## src/rtl/bmprgb_pkg.sv

```systemverilog
// shared types, constants and helpers for the bmp pixel stream to rgb565 converter
package bmprgb_pkg;

  localparam int unsigned MAX_IMAGE_WIDTH = 4095;

  localparam int unsigned WIDTH_W  = 12;
  localparam int unsigned STRIDE_W = 14;
  localparam int unsigned SCALE_W  = 17;
  localparam int unsigned COORD_W  = 12;
  localparam int unsigned COLOR_W  = 16;
  localparam int unsigned FRAC_W   = 16;
  localparam int unsigned PROD_W   = COORD_W + SCALE_W + 1;

  localparam logic [SCALE_W-1:0] SCALE_ONE = SCALE_W'(65536);
  localparam logic [PROD_W-1:0]  ROUND_HALF = PROD_W'(32768);

  // register indexes of the configuration port
  localparam logic [1:0] CFG_IMAGE_WIDTH = 2'd0;
  localparam logic [1:0] CFG_X_SCALE     = 2'd1;
  localparam logic [1:0] CFG_Y_SCALE     = 2'd2;

  localparam logic [COLOR_W-1:0] GREEN_MASK = 16'h07E0;
  localparam logic [COLOR_W-1:0] RED_MASK   = 16'hF800;

  // which byte of the bgr triple comes next
  typedef enum logic [2:0] {
    COMP_BLUE  = 3'b001,
    COMP_GREEN = 3'b010,
    COMP_RED   = 3'b100
  } comp_t;

  function automatic logic [WIDTH_W-1:0] sat_width(input logic [WIDTH_W-1:0] w);
    logic [WIDTH_W-1:0] lim;
    lim = WIDTH_W'(MAX_IMAGE_WIDTH);
    sat_width = (w > lim) ? lim : w;
  endfunction

  // row stride in bytes: 3*w rounded up to a multiple of four
  function automatic logic [STRIDE_W-1:0] row_stride(input logic [WIDTH_W-1:0] w);
    logic [STRIDE_W-1:0] sum;
    sum = {1'b0, w, 1'b0} + STRIDE_W'(w) + STRIDE_W'(3);
    row_stride = {sum[STRIDE_W-1:2], 2'b00};
  endfunction

endpackage

```

## src/rtl/bmprgb_coord_scale.sv

```systemverilog
// scales one pixel coordinate by a q1.16 ratio with round half up
module bmprgb_coord_scale import bmprgb_pkg::*; (
  input  logic [COORD_W-1:0] pos,
  input  logic [SCALE_W-1:0] ratio,
  output logic [COORD_W-1:0] coord
);

  logic [PROD_W-1:0] prod;

  assign prod  = (PROD_W'(pos) * PROD_W'(ratio)) + ROUND_HALF;
  assign coord = prod[FRAC_W +: COORD_W];

endmodule

```

## src/rtl/bmp_pixel_stream_to_rgb565.sv

```systemverilog
// bmp 24-bit pixel byte stream to rgb565 pixels with scaled screen coordinates
// flow: a pixel is loaded into the pixel register at the edge that takes its red byte
//   and then into the output register, which drives out_tvalid
// throughput: one byte per cycle unless the output stalls; combinational byte assembly and row counters
// reset: synchronous, active low; counters clear, width 1, both scales 1.0
// in_tuser high on a byte clears all counters before that byte is used
module bmp_pixel_stream_to_rgb565 import bmprgb_pkg::*; (
  input  logic                clk,
  input  logic                rst_n,
  input  logic                in_tvalid,
  output logic                in_tready,
  input  logic [7:0]          in_tdata,   // data_byte[7:0]
  input  logic                in_tuser,   // image_start
  output logic                out_tvalid,
  input  logic                out_tready,
  output logic [39:0]         out_tdata,  // pixel_color[15:0], screen_x[27:16], screen_y[39:28]
  input  logic                cfg_we,
  input  logic [1:0]          cfg_index,
  input  logic [SCALE_W-1:0]  cfg_wdata
);

  logic [WIDTH_W-1:0]  width_r;
  logic [STRIDE_W-1:0] stride_r;
  logic [SCALE_W-1:0]  x_scale_r;
  logic [SCALE_W-1:0]  y_scale_r;

  comp_t               comp_r, comp_nxt;
  logic [COLOR_W-1:0]  pc_r, pc_nxt;
  logic [COORD_W-1:0]  col_r, col_nxt;
  logic [COORD_W-1:0]  row_r, row_nxt;
  logic [STRIDE_W-1:0] rbc_r, rbc_nxt;

  logic                pix_valid_r;
  logic [COLOR_W-1:0]  pix_color_r, pix_color_nxt;
  logic [COORD_W-1:0]  pix_col_r;
  logic [COORD_W-1:0]  pix_row_r;
  logic                emit;

  logic                out_valid_r;
  logic [39:0]         out_data_r;
  logic [COORD_W-1:0]  sx, sy;

  logic in_accept;
  logic out_load;
  logic pix_load;

  assign out_load  = !out_valid_r || out_tready;
  assign pix_load  = !pix_valid_r || out_load;
  assign in_tready = pix_load;
  assign in_accept = in_tvalid && in_tready;

  // configuration registers
  always_ff @(posedge clk) begin
    if (!rst_n) begin
      width_r   <= WIDTH_W'(1);
      stride_r  <= row_stride(WIDTH_W'(1));
      x_scale_r <= SCALE_ONE;
      y_scale_r <= SCALE_ONE;
    end else if (cfg_we) begin
      case (cfg_index)
        CFG_IMAGE_WIDTH: begin
          width_r  <= sat_width(cfg_wdata[WIDTH_W-1:0]);
          stride_r <= row_stride(sat_width(cfg_wdata[WIDTH_W-1:0]));
        end
        CFG_X_SCALE: x_scale_r <= cfg_wdata;
        CFG_Y_SCALE: y_scale_r <= cfg_wdata;
        default: ;
      endcase
    end
  end

  // byte assembly and row tracking
  always_comb begin
    comp_t               comp0;
    logic [COLOR_W-1:0]  pc0;
    logic [COORD_W-1:0]  col0;
    logic [COORD_W-1:0]  row0;
    logic [STRIDE_W-1:0] rbc0;

    comp0 = in_tuser ? COMP_BLUE : comp_r;
    pc0   = in_tuser ? '0 : pc_r;
    col0  = in_tuser ? '0 : col_r;
    row0  = in_tuser ? '0 : row_r;
    rbc0  = in_tuser ? '0 : rbc_r;

    comp_nxt      = comp0;
    pc_nxt        = pc0;
    col_nxt       = col0;
    row_nxt       = row0;
    emit          = 1'b0;
    pix_color_nxt = pc0 | ({in_tdata, 8'b0} & RED_MASK);

    // padding bytes past the last pixel only count toward the stride
    if (col0 < width_r) begin
      unique case (comp0)
        COMP_GREEN: begin
          pc_nxt   = pc0 | ({5'b0, in_tdata, 3'b0} & GREEN_MASK);
          comp_nxt = COMP_RED;
        end
        COMP_RED: begin
          emit     = 1'b1;
          pc_nxt   = '0;
          comp_nxt = COMP_BLUE;
          col_nxt  = col0 + COORD_W'(1);
        end
        default: begin
          pc_nxt   = {11'b0, in_tdata[7:3]};
          comp_nxt = COMP_GREEN;
        end
      endcase
    end

    rbc_nxt = rbc0 + STRIDE_W'(1);
    if (rbc_nxt >= stride_r) begin
      rbc_nxt  = '0;
      col_nxt  = '0;
      comp_nxt = COMP_BLUE;
      pc_nxt   = '0;
      row_nxt  = row0 + COORD_W'(1);
    end
  end

  always_ff @(posedge clk) begin
    if (!rst_n) begin
      comp_r <= COMP_BLUE;
      pc_r   <= '0;
      col_r  <= '0;
      row_r  <= '0;
      rbc_r  <= '0;
    end else if (in_accept) begin
      comp_r <= comp_nxt;
      pc_r   <= pc_nxt;
      col_r  <= col_nxt;
      row_r  <= row_nxt;
      rbc_r  <= rbc_nxt;
    end
  end

  // pixel register
  always_ff @(posedge clk) begin
    if (!rst_n) begin
      pix_valid_r <= 1'b0;
    end else if (pix_load) begin
      pix_valid_r <= in_accept && emit;
    end
  end

  always_ff @(posedge clk) begin
    if (pix_load) begin
      pix_color_r <= pix_color_nxt;
      pix_col_r   <= in_tuser ? '0 : col_r;
      pix_row_r   <= in_tuser ? '0 : row_r;
    end
  end

  bmprgb_coord_scale u_scale_x (
    .pos   (pix_col_r),
    .ratio (x_scale_r),
    .coord (sx)
  );

  bmprgb_coord_scale u_scale_y (
    .pos   (pix_row_r),
    .ratio (y_scale_r),
    .coord (sy)
  );

  // output register
  always_ff @(posedge clk) begin
    if (!rst_n) begin
      out_valid_r <= 1'b0;
    end else if (out_load) begin
      out_valid_r <= pix_valid_r;
    end
  end

  always_ff @(posedge clk) begin
    if (out_load) begin
      out_data_r <= {sy, sx, pix_color_r};
    end
  end

  assign out_tvalid = out_valid_r;
  assign out_tdata  = out_data_r;

  // a stalled pixel keeps its contents until the output register takes it
  a_pix_hold: assert property (@(posedge clk) disable iff (!rst_n)
    pix_valid_r && !out_load |=> pix_valid_r && $stable(pix_color_r)
      && $stable(pix_col_r) && $stable(pix_row_r))
    else $error("pixel register changed while stalled");

  // an empty pixel register never blocks the input
  a_ready_empty: assert property (@(posedge clk) disable iff (!rst_n)
    !pix_valid_r |-> in_tready)
    else $error("input stalled with empty pixel register");

  // a finished pixel restarts assembly at blue
  a_emit_blue: assert property (@(posedge clk) disable iff (!rst_n)
    in_accept && emit |=> comp_r == COMP_BLUE)
    else $error("component not back at blue after a pixel");

  // nothing gathered while waiting for a blue byte
  a_blue_empty: assert property (@(posedge clk) disable iff (!rst_n)
    comp_r == COMP_BLUE |-> pc_r == '0)
    else $error("partial color not clear at blue");

endmodule
```

## config.mk

```make
export PLATFORM = sky130hd
export DESIGN_NAME = bmp_pixel_stream_to_rgb565
export DESIGN_NICKNAME = d
export VERILOG_FILES = /design/src/rtl/bmprgb_pkg.sv /design/src/rtl/bmprgb_coord_scale.sv /design/src/rtl/bmp_pixel_stream_to_rgb565.sv
export SDC_FILE = /design/constraint.sdc
export NUM_CORES = 1
export LEC_CHECK = 0
export ABC_CLOCK_PERIOD_IN_PS = 5300
export BUFFER_PORTS_ARGS = -buffer_cell sky130_fd_sc_hd__buf_2
export CAP_MARGIN = 20
export CELL_PAD_IN_SITES_DETAIL_PLACEMENT = 0
export CELL_PAD_IN_SITES_GLOBAL_PLACEMENT = 2
export CORE_MARGIN = 2
export CORE_UTILIZATION = 30
export DETAILED_ROUTE_END_ITERATION = 7
export GPL_TIMING_DRIVEN = 0
export PLACE_DENSITY_LB_ADDON = 0.1
export SLEW_MARGIN = 10
export SYNTH_ARGS = -nofsm -noshare
export SYNTH_HDL_FRONTEND = slang
export SYNTH_SLANG_ARGS = --single-unit
```

## constraint.sdc

```tcl
create_clock -name clk -period 5.3 [get_ports clk]
set_clock_uncertainty 0.1 [all_clocks]
set_input_delay 0.53 -clock clk [delete_from_list [all_inputs] [get_ports clk]]
set_output_delay 0.53 -clock clk [all_outputs]
set_load 0.01 [all_outputs]
```

==> flow_summary.ini, run 1 <==
[drt]
route.detailed.drc = 0
firstDrtPassIters = 6
finalWirelength_um = 63000
viasPerCell = 4.60
antenna_left = 0
vias = 15893
drtIter0Drc = 748
routedWlPerCell_um = 18.2

[finish]
layoutNonFillerInstCount = 3456
final_common_cell = nand2_1
final_cell_mix = 408 x nand2_1, 385 x inv_1, 277 x fa_1
area_delta_synth_final_pct = 20.2
final_nets = 3035
drive_gt1_share_pct = 16.9

[synth]
netlist_instances = 2319
yosysSeqAreaShare_pct = 22.7
avgSynthCellArea_um2 = 9.02
synthAdderAreaFrac_pct = 40.1
syn-num-nets = 2844
yosys_warnings = 0
synth_xor_area_share_pct = 2.39
syn_area_um2 = 20900
ys_seq_elements = 197
ys.flop_type = dfxtp_1
synth_mux_area_share_pct = 0.197
synth_compound_gate_area_share_pct = 6.77
synth_edf_count = 80
synth-simple-area-share_pct = 18.6
synthDistinctLibCells = 68
synth_top_family_by_area = adder cells
synthArstFlopShare_pct = 0

[die]
die_w_um = 268
fp-row-count = 96
core_area_um2 = 68800
io_pins = 75
die_h_um = 268
fp.dieArea_um2 = 71800
start_util_pct = 30.4

[pwr]
ir_drop_uv = 241
p_per_area_nw_per_um2 = 136
leakage_nw = 11.6
total_power_mw = 3.42

[clock_tree]
clockRootBuffer = clkbuf_16
cts_tree = done
cts_inserted_buffers = 17
clock_latency_ns = 0.49
clockBufferDepth = 2
htreeDepth = 4
clk_pin_slew_worst_paths_ns = 0.09
cts_sinks = 197
cts_hold_buf = 0

[sta]
period_share_pct = 108
report.final.slew_viol_count = 0
worst_slack_ns = -0.435
setup_violations = 16
final_hold_viol_count = 0
rsz0062_at_grt = yes
fmax_mhz = 174
relSlewSlack_pct = 20.9
tightest_slew_ns = 1.19
finalSetupTns_ns = -3.49
min_period_ns = 5.73

[worst_hold_path]
worstHoldStart = in_tdata[4]
hp-class = primary input to register

[job]
drv_cap = 0

[placement]
hpwl_um = 49900
io_buffers = 72
place.gp.congestion = 0.840
numPlacedInstances = 3324

[worst_setup_path]
path_class = register to register
crit_family = adder cells
crit_required_ns = 5.44
cpMaxStageDelayCell = fa_1
critical_path.most_common_cell = fa_1
worstSetupStartpointType = register
rr_startpoint = pix_col_r[7]
cp.arrival_ns = 5.87
cp_max_fo = 4
crit_buf_inv = 4
cp-startpoint = pix_col_r[7]
critPathMaxStageDelay_ns = 0.54
path_cells = and2_4 > fa_1 > inv_2 > fa_1 > inv_1 > fa_1 > fa_1 > inv_2 > fa_1 > inv_2 > ha_4 > nor4_4 > o211ai_1 > o32a_4 > a221oi_4 > o21ai_4 > a41o_4 > o41ai_4 > xnor2_1
end_kind = register

[global_route]
overflow = 0
grt_pass1_wl_um = 99600
track_usage_pct = 18.4
grt_pass1_vias = 17013
grt_max_degree = 31
antenna_found_initial = 7

[run_status]
outcome = complete, but fails checks
violations = setup timing
## cell type report
class                   count  area [um^2]
inverters                 410         1540
well taps                 931         1160
diodes                      2         5.00
multi-input cells        1603        14900
flip-flops and latches    197         4750
clock buffers              17          425
repair buffers            178         1300
plain buffers             103          811
fillers                  7114        43700
clock inverters            15          226
## power by group
group / leakage (nW) / switching [mW] / internal (mW) / total, mW
Sequential: 1.92 / 0.0234 / 1.60 / 1.62
Combinational: 9.35 / 0.218 / 0.104 / 0.323
Clock: 0.310 / 0.800 / 0.672 / 1.47
## metal layers
metal	share of wire (%)	wire (um)	global-route usage (%)
met5	0.037	23	0
met4	1.8	1130	4.61
met3	3.2	1990	2.24
met2	47	29500	30.6
met1	48	30300	25.3
## sequential cells by signal, summed over array words and instances (netlist names), 14 cells and up
| register | cells |
|---|---|
| out_tdata | 40 |
| pc_r | 16 |
| pix_color_r | 16 |
| rbc_r | 14 |
| x_scale_r | 17 |
| y_scale_r | 17 |
## cells by family after synthesis
group                    after synthesis
adder cells (fa/ha/maj)              492
AND/OR/NAND/NOR                      822
XOR/XNOR                              57
buffers and inverters                519
AO/OA/AOI/OAI                        228
flip-flops                           197
multiplexers                           4
## what timing repair did
action	4_1_cts	5_1_grt
setup endpoints to repair	79	61
gates resized for setup	185	155
setup buffers	66	41
gates cloned	0	1
pin swaps	51	87
## metrics by stage
stage | cell area [um^2] | worst slack, ns | hold slack, ns | utilization, %
6_report | 25100 | -0.435 | 0.217 | 36.5
5_1_grt | 25100 | -0.660 | 0.203 | 36.5
4_1_cts | 24500 | -0.562 | 0.185 | 35.5
3_5_place_dp | 22600 | -1.45 | 0.306 | 32.9
3_3_place_gp | 22600 | -1.45 | 0.309 | 32.8
2_1_floorplan | 21100 | -0.134 | 0.300 | -
## path summary, 6_finish.rpt
check	slack (ns)	cells past startpoint	endpoint
min reg2reg	0.33	0	out_tdata[7]
max	-0.43	19	out_tdata[27]
min	0.22	2	pc_r[1]
max reg2reg	-0.43	19	out_tdata[27]
## cells in the mapped netlist (3+ instances only)
library cell | number | share of area [%]
nand2_1 | 431 | 7.7
inv_1 | 410 | 7.4
fa_1 | 296 | 28
ha_1 | 196 | 12
and2_1 | 149 | 4.5
a21oi_1 | 117 | 2.8
dfxtp_1 | 117 | 11
clkbuf_1 | 97 | 1.7
edfxtp_1 | 80 | 11
nor2_1 | 61 | 1.1
nand3_1 | 46 | 1.1
xnor2_1 | 38 | 1.6
nor2b_1 | 36 | 1.1
o21ai_0 | 28 | 0.67
and3_1 | 20 | 0.60
nand4_1 | 19 | 0.57
nor3_1 | 19 | 0.45
xor2_1 | 19 | 0.80
a21o_1 | 18 | 0.65
buf_1 | 10 | 0.18
nor3b_1 | 9 | 0.32
o21bai_1 | 8 | 0.29
o211ai_1 | 5 | 0.18
o2bb2ai_1 | 5 | 0.21
o32ai_1 | 5 | 0.21
or3_1 | 5 | 0.15
a211oi_1 | 4 | 0.14
a31oi_1 | 4 | 0.12
nor4_1 | 4 | 0.12
o31ai_1 | 4 | 0.14
a2111oi_0 | 3 | 0.13
mux2i_1 | 3 | 0.14
nand2b_1 | 3 | 0.090
nand4b_1 | 3 | 0.13
or4_1 | 3 | 0.11
(Power assumes the default switching activity.)
==> run 2: changes to the inputs <==
Settings changed: SYNTH_HIERARCHICAL from default to 1.
==> run 2 against run 1 <==
The run still ends with setup timing left. Register-to-register slack improved by 0.31 ns. Critical path depth fell by 1. Largest cell class unchanged. Routed wire length rose by 4.7%. Critical endpoint is now out_tdata[20]. First-iteration DRC count increased by 19%. Worst setup slack improved by 0.31 ns. Area after synthesis increased by 2.0%. Fmax increased by 5.8%. Clock-buffer cell count stayed put. Final area increased by 2.6%.
==> flow_summary.ini, run 2 <==
[clock_tree]
clock_latency_ns = 0.49
clockBufferDepth = 2
cts_tree = done
cts_inserted_buffers = 17
clk_pin_slew_worst_paths_ns = 0.10
clockRootBuffer = clkbuf_16
cts_sinks = 197
cts_hold_buf = 0
htreeDepth = 4

[synth]
synth_edf_count = 80
ys_top_cells_by_area = fa_1 28%, ha_1 11%, edfxtp_1 11%
ys.flop_type = dfxtp_1
avgSynthCellArea_um2 = 9.17
netlist_instances = 2328
synth_top_area_share_pct = 27.8
synth_largest_area_cell = fa_1
ys_seq_elements = 197
syn_area_um2 = 21300
yosys_warnings = 6
synth_commonest_cells = 421 x nand2_1, 401 x inv_1, 296 x fa_1
syn-num-nets = 2853
synthArstFlopShare_pct = 0
post-synth-top-count-cell = nand2_1
synthDistinctLibCells = 96
yosysSeqAreaShare_pct = 22.2

[run_status]
violations = setup timing
outcome = complete, but fails checks

[worst_setup_path]
crit_buf_inv = 5
path_cells = buf_6 > and2_4 > fa_1 > fa_1 > fa_2 > fa_1 > inv_2 > fa_1 > inv_2 > ha_4 > nand4_4 > a2111oi_4 > o31ai_4 > o211ai_4 > buf_4 > buf_6 > a21oi_2 > xnor2_1
rr_startpoint = pix_col_r[11]
critical_path.most_common_cell = fa_1
worstSetupStartpointType = register
r2r_cells = 18
r2r_slack_ns = -0.12
cp.arrival_ns = 5.56
critPathMaxStageDelay_ns = 0.60
cp_max_fo = 5
end_kind = register
crit_family = adder cells
cpMaxStageDelayCell = fa_1
path_class = register to register
crit_required_ns = 5.44
regToRegEndpoint = out_tdata[20]

[global_route]
grt_pass1_wl_um = 104000
grt_pass1_vias = 17608
overflow = 0
antenna_found_initial = 4
track_usage_pct = 18.7
grt_max_degree = 29

[die]
fp-row-count = 97
start_util_pct = 30.4
die_h_um = 271
die_w_um = 271
fp.dieArea_um2 = 73300
io_pins = 75
core_area_um2 = 70300

[finish]
largest_reg_flops = 40
final_common_cell = nand2_1
area_delta_synth_final_pct = 21.0
final_nets = 3060
drive_gt1_share_pct = 19.0
final_cell_mix = 405 x nand2_1, 381 x inv_1, 269 x fa_1
stdcell_area_um2 = 25800
n_fill_cell = 7317

[worst_hold_path]
whs_endpoint = pc_r[5]
hp-class = primary input to register
holdPathStages = 2
worstHoldStart = in_tdata[2]

[drt]
finalWirelength_um = 65900
routedWlPerCell_um = 18.9
route.detailed.drc = 0
antenna_left = 0
vias = 16320
viasPerCell = 4.68
firstDrtPassIters = 6
drtIter0Drc = 887

[pwr]
ir_drop_uv = 260
leakage_nw = 11.6
p_per_area_nw_per_um2 = 132

[placement]
place.gp.congestion = 0.821
dpl_cell_area_um2 = 22900
hpwl_um = 51500
io_buffers = 72

[sta]
min_period_ns = 5.42
period_share_pct = 102
report.final.slew_viol_count = 0
tightest_slew_ns = 1.16
fmax_mhz = 184
setup_violations = 8
finalSetupTns_ns = -0.624
final_hold_viol_count = 0
worst_slack_ns = -0.122
rsz0062_at_grt = yes
relSlewSlack_pct = 22.6

[job]
drv_cap = 0
-- run 2: worst register-to-register path: cells and delay by family, from the launching register on --
| family | cells | cell delay (ns) |
|---|---|---|
| xor gates and xnor gates | 1 | 0.12 |
| DFF | 1 | 0.53 |
| buffers and inverters | 5 | 0.55 |
| and+or+nand+nor | 2 | 0.25 |
| AOI/OAI and AO/OA | 4 | 0.77 |
| adders and majority gates | 6 | 2.86 |
-- run 2: logic make-up (layout without fill, tap and decap cells) --
kind of cell,Yosys count,in the layout,synth area share [%]
compound gates,292,292,9.49
xor+xnor,50,50,2.05
fa+ha+maj,492,492,39.3
buf+inv,499,719,8.89
flops,197,197,22.2
mux,1,1,0.0528
other cells,0,1,0
simple gates,797,797,18.0
-- run 2: repair_timing --
| item | 4_1_cts | 5_1_grt |
|---|---|---|
| pin swaps | 71 | 120 |
| gates cloned | 2 | 0 |
| endpoints found under the setup margin | 24 | 41 |
| resized for setup | 227 | 159 |
| setup buffers | 80 | 39 |
-- run 2: final cells by class --
type / instances / area [um^2] / share of cell area [%]
Timing Repair Buffer: 194 / 1500 / 5.82
Tap cell: 940 / 1180 / 4.56
Buffer: 91 / 656 / 2.54
Clock buffer: 17 / 425 / 1.65
Antenna cell: 1 / 2.50 / 0.00969
Multi-Input combinational cell: 1632 / 15600 / 60.3
Sequential cell: 197 / 4750 / 18.4
Inverter: 402 / 1510 / 5.85
Clock inverter: 15 / 228 / 0.882
-- run 2: worst max-delay path by stage --
stage | start | endpoint | slack [ns] | cells past startpoint
finish | pix_col_r[11] | out_tdata[20] | -0.12 | 18
CTS | pix_col_r[6] | out_tdata[25] | -0.13 | 20
floorplan | pix_col_r[11] | out_tdata[25] | 0.01 | 20
detailed placement | pix_col_r[5] | out_tdata[21] | -1.07 | 18
global placement | pix_col_r[7] | out_tdata[25] | -1.14 | 16
global route | pix_col_r[11] | out_tdata[27] | -0.29 | 17
-- run 2: stage by stage --
stage	total power, mW	setup WS (ns)	hold slack, ns	std cells	util, %
after floorplan	1.83	0.00993	0.300	2328	-
after global placement	1.96	-1.14	0.305	3340	32.6
after detailed placement	1.96	-1.07	0.307	3342	32.6
after CTS	3.48	-0.133	0.117	3453	35.7
after global routing	3.57	-0.292	0.137	3488	36.7
final	3.42	-0.122	0.160	3489	36.7
-- run 2: metal layers --
| layer | global-route usage (%) | wire (um) | vias to the layer above |
|---|---|---|---|
| met5 | 0 | 0 | - |
| met4 | 3.71 | 882 | 0 |
| met3 | 2.90 | 2460 | 50 |
| met2 | 29.6 | 29900 | 245 |
| met1 | 27.0 | 32600 | 8211 |
| li1 | - | - | 7814 |
-- run 2: power breakdown --
group	internal, mW	switching, mW	total [mW]
registers	1.60	0.0232	1.62
clock network	0.673	0.809	1.48
logic	0.100	0.215	0.315
==> run 3: changes to the inputs <==
Settings changed: ABC_CLOCK_PERIOD_IN_PS 5300 to 4570.
Clock period 5.3 ns to 4.57 ns, I/O delays scaled along.
==> run 3 against run 2 <==
The flow still finishes with violations (setup timing). Flip-flop and latch count unchanged. Die area unchanged. Fmax rose by 0.27%. Global-route usage shrank 0.33 points. Sequential share of layout area rose by 0.075 points. Non-clock buffer count shrank 22. Sequential power is 16% higher. Register-to-register slack worse by 0.72 ns. Critical path type unchanged. Critical endpoint is now out_tdata[22].
==> flow_summary.ini, run 3 (synthesis results as in run 2) <==
[finish]
layoutNonFillerInstCount = 3467
area_delta_synth_final_pct = 20.6
final_cell_mix = 392 x nand2_1, 380 x inv_1, 278 x fa_1
drive_gt1_share_pct = 18.5
largest_reg_flops = 40
utilization_pct = 36.6
final_nets = 3038
final_common_cell = nand2_1

[worst_setup_path]
cp.arrival_ns = 5.56
path_class = register to register
end_kind = register
crit_required_ns = 4.73
path_cells = buf_6 > and2_4 > fa_1 > fa_2 > fa_1 > fa_1 > inv_1 > fa_1 > inv_2 > ha_4 > nand4_4 > buf_6 > nor2_4 > a211oi_4 > or4b_1 > nand2_1 > xnor2_1
critical_path.most_common_cell = fa_1
worstSetupStartpointType = register
crit_family = adder cells
cp_max_fo = 7
critPathMaxStageDelay_ns = 0.57
cpMaxStageDelayCell = fa_2
crit_buf_inv = 4

[drt]
drtIter0Drc = 758
finalWirelength_um = 65200
viasPerCell = 4.66
antenna_left = 0
route.detailed.drc = 0
firstDrtPassIters = 4
vias = 16159
routedWlPerCell_um = 18.8

[sta]
tightest_slew_ns = 0.885
setup_violations = 24
fmax_mhz = 185
worst_slack_ns = -0.837
relSlewSlack_pct = 41.0
rsz0062_at_grt = yes
final_hold_viol_count = 0
period_share_pct = 118
min_period_ns = 5.41
report.final.slew_viol_count = 0

[clock_tree]
cts_tree = done
cts_sinks = 197
clockRootBuffer = clkbuf_16
clk_pin_slew_worst_paths_ns = 0.10
cts_inserted_buffers = 17
htreeDepth = 4
clock_latency_ns = 0.50
clockBufferDepth = 2
cts_hold_buf = 0

[global_route]
grt_pass1_wl_um = 103000
overflow = 0
grt_pass1_vias = 17427
grt_max_degree = 30
track_usage_pct = 18.4
antenna_found_initial = 1

[run_status]
violations = setup timing
outcome = complete, but fails checks

[worst_hold_path]
hp-class = primary input to register

[die]
fp-row-count = 97
start_util_pct = 30.4
fp.dieArea_um2 = 73300
die_w_um = 271
die_h_um = 271
core_area_um2 = 70300
io_pins = 75

[pwr]
leakage_nw = 11.5
ir_drop_uv = 271
p_per_area_nw_per_um2 = 156

[placement]
hpwl_um = 51300
place_ws_ns = -1.51
place.gp.congestion = 0.803
numPlacedInstances = 3342
io_buffers = 72

[job]
drv_cap = 0
run 3: cell count changes in the layout (fill, tap and decap cells not counted), moves of 4 or more:
cell	previous run	this run
a21oi_2	16	11
fa_1	269	278
buf_4	89	68
nand2_1	405	392
clkbuf_4	22	11
fa_2	27	18
buf_12	9	5
clkbuf_8	8	25
nand2_2	11	23
run 3: final cells by class:
class | count | area, um^2
diodes | 1 | 2.50
plain buffers | 96 | 786
clock buffers | 17 | 425
clock inverters | 15 | 236
fillers | 7287 | 44500
inverters | 402 | 1510
multi-input cells | 1632 | 15600
flip-flops and latches | 197 | 4750
well taps | 940 | 1180
repair buffers | 167 | 1250
run 3: repair_timing:
| item | in CTS | in global routing |
|---|---|---|
| setup buffers | 71 | 24 |
| pin swaps | 67 | 64 |
| resized for setup | 141 | 77 |
| cloned | 2 | 1 |
| endpoints found under the setup margin | 58 | 25 |
run 3: final timing paths:
| check | startpoint | to | slack (ns) | cells past startpoint |
|---|---|---|---|---|
| max | pix_col_r[9] | out_tdata[22] | -0.84 | 17 |
| min | in_tdata[2] | pc_r[5] | 0.08 | 2 |
| min reg2reg | pix_color_r[0] | out_tdata[0] | 0.32 | 0 |
| max reg2reg | pix_col_r[9] | out_tdata[22] | -0.84 | 17 |
run 3: metal layers:
| metal | share of wire, % | GRT usage [%] | up-vias | routed length (um) |
|---|---|---|---|---|
| li1 | - | - | 7786 | - |
| met1 | 50 | 25.9 | 8140 | 32500 |
| met2 | 46 | 29.9 | 189 | 30100 |
| met3 | 2.5 | 2.18 | 44 | 1620 |
| met4 | 1.5 | 4.54 | 0 | 1000 |
| met5 | 0 | 0 | - | 0 |
run 3: per-stage QoR:
step / hold slack (ns) / TNS (ns) / cell area, um^2 / total power, mW
after floorplan: 0.300 / -2.89 / 21900 / 2.13
after global placement: 0.302 / -60.41 / 23500 / 2.28
after detailed placement: 0.305 / -61.78 / 23500 / 2.28
after CTS: 0.0370 / -16.02 / 25300 / 4.08
after global routing: 0.0508 / -19.67 / 25700 / 4.16
final: 0.0771 / -15.85 / 25700 / 4.00
run 3: power breakdown:
group | internal, mW | switching, mW | total (mW)
Sequential | 1.85 | 0.0280 | 1.88
Clock | 0.793 | 0.959 | 1.75
Combinational | 0.119 | 0.251 | 0.370
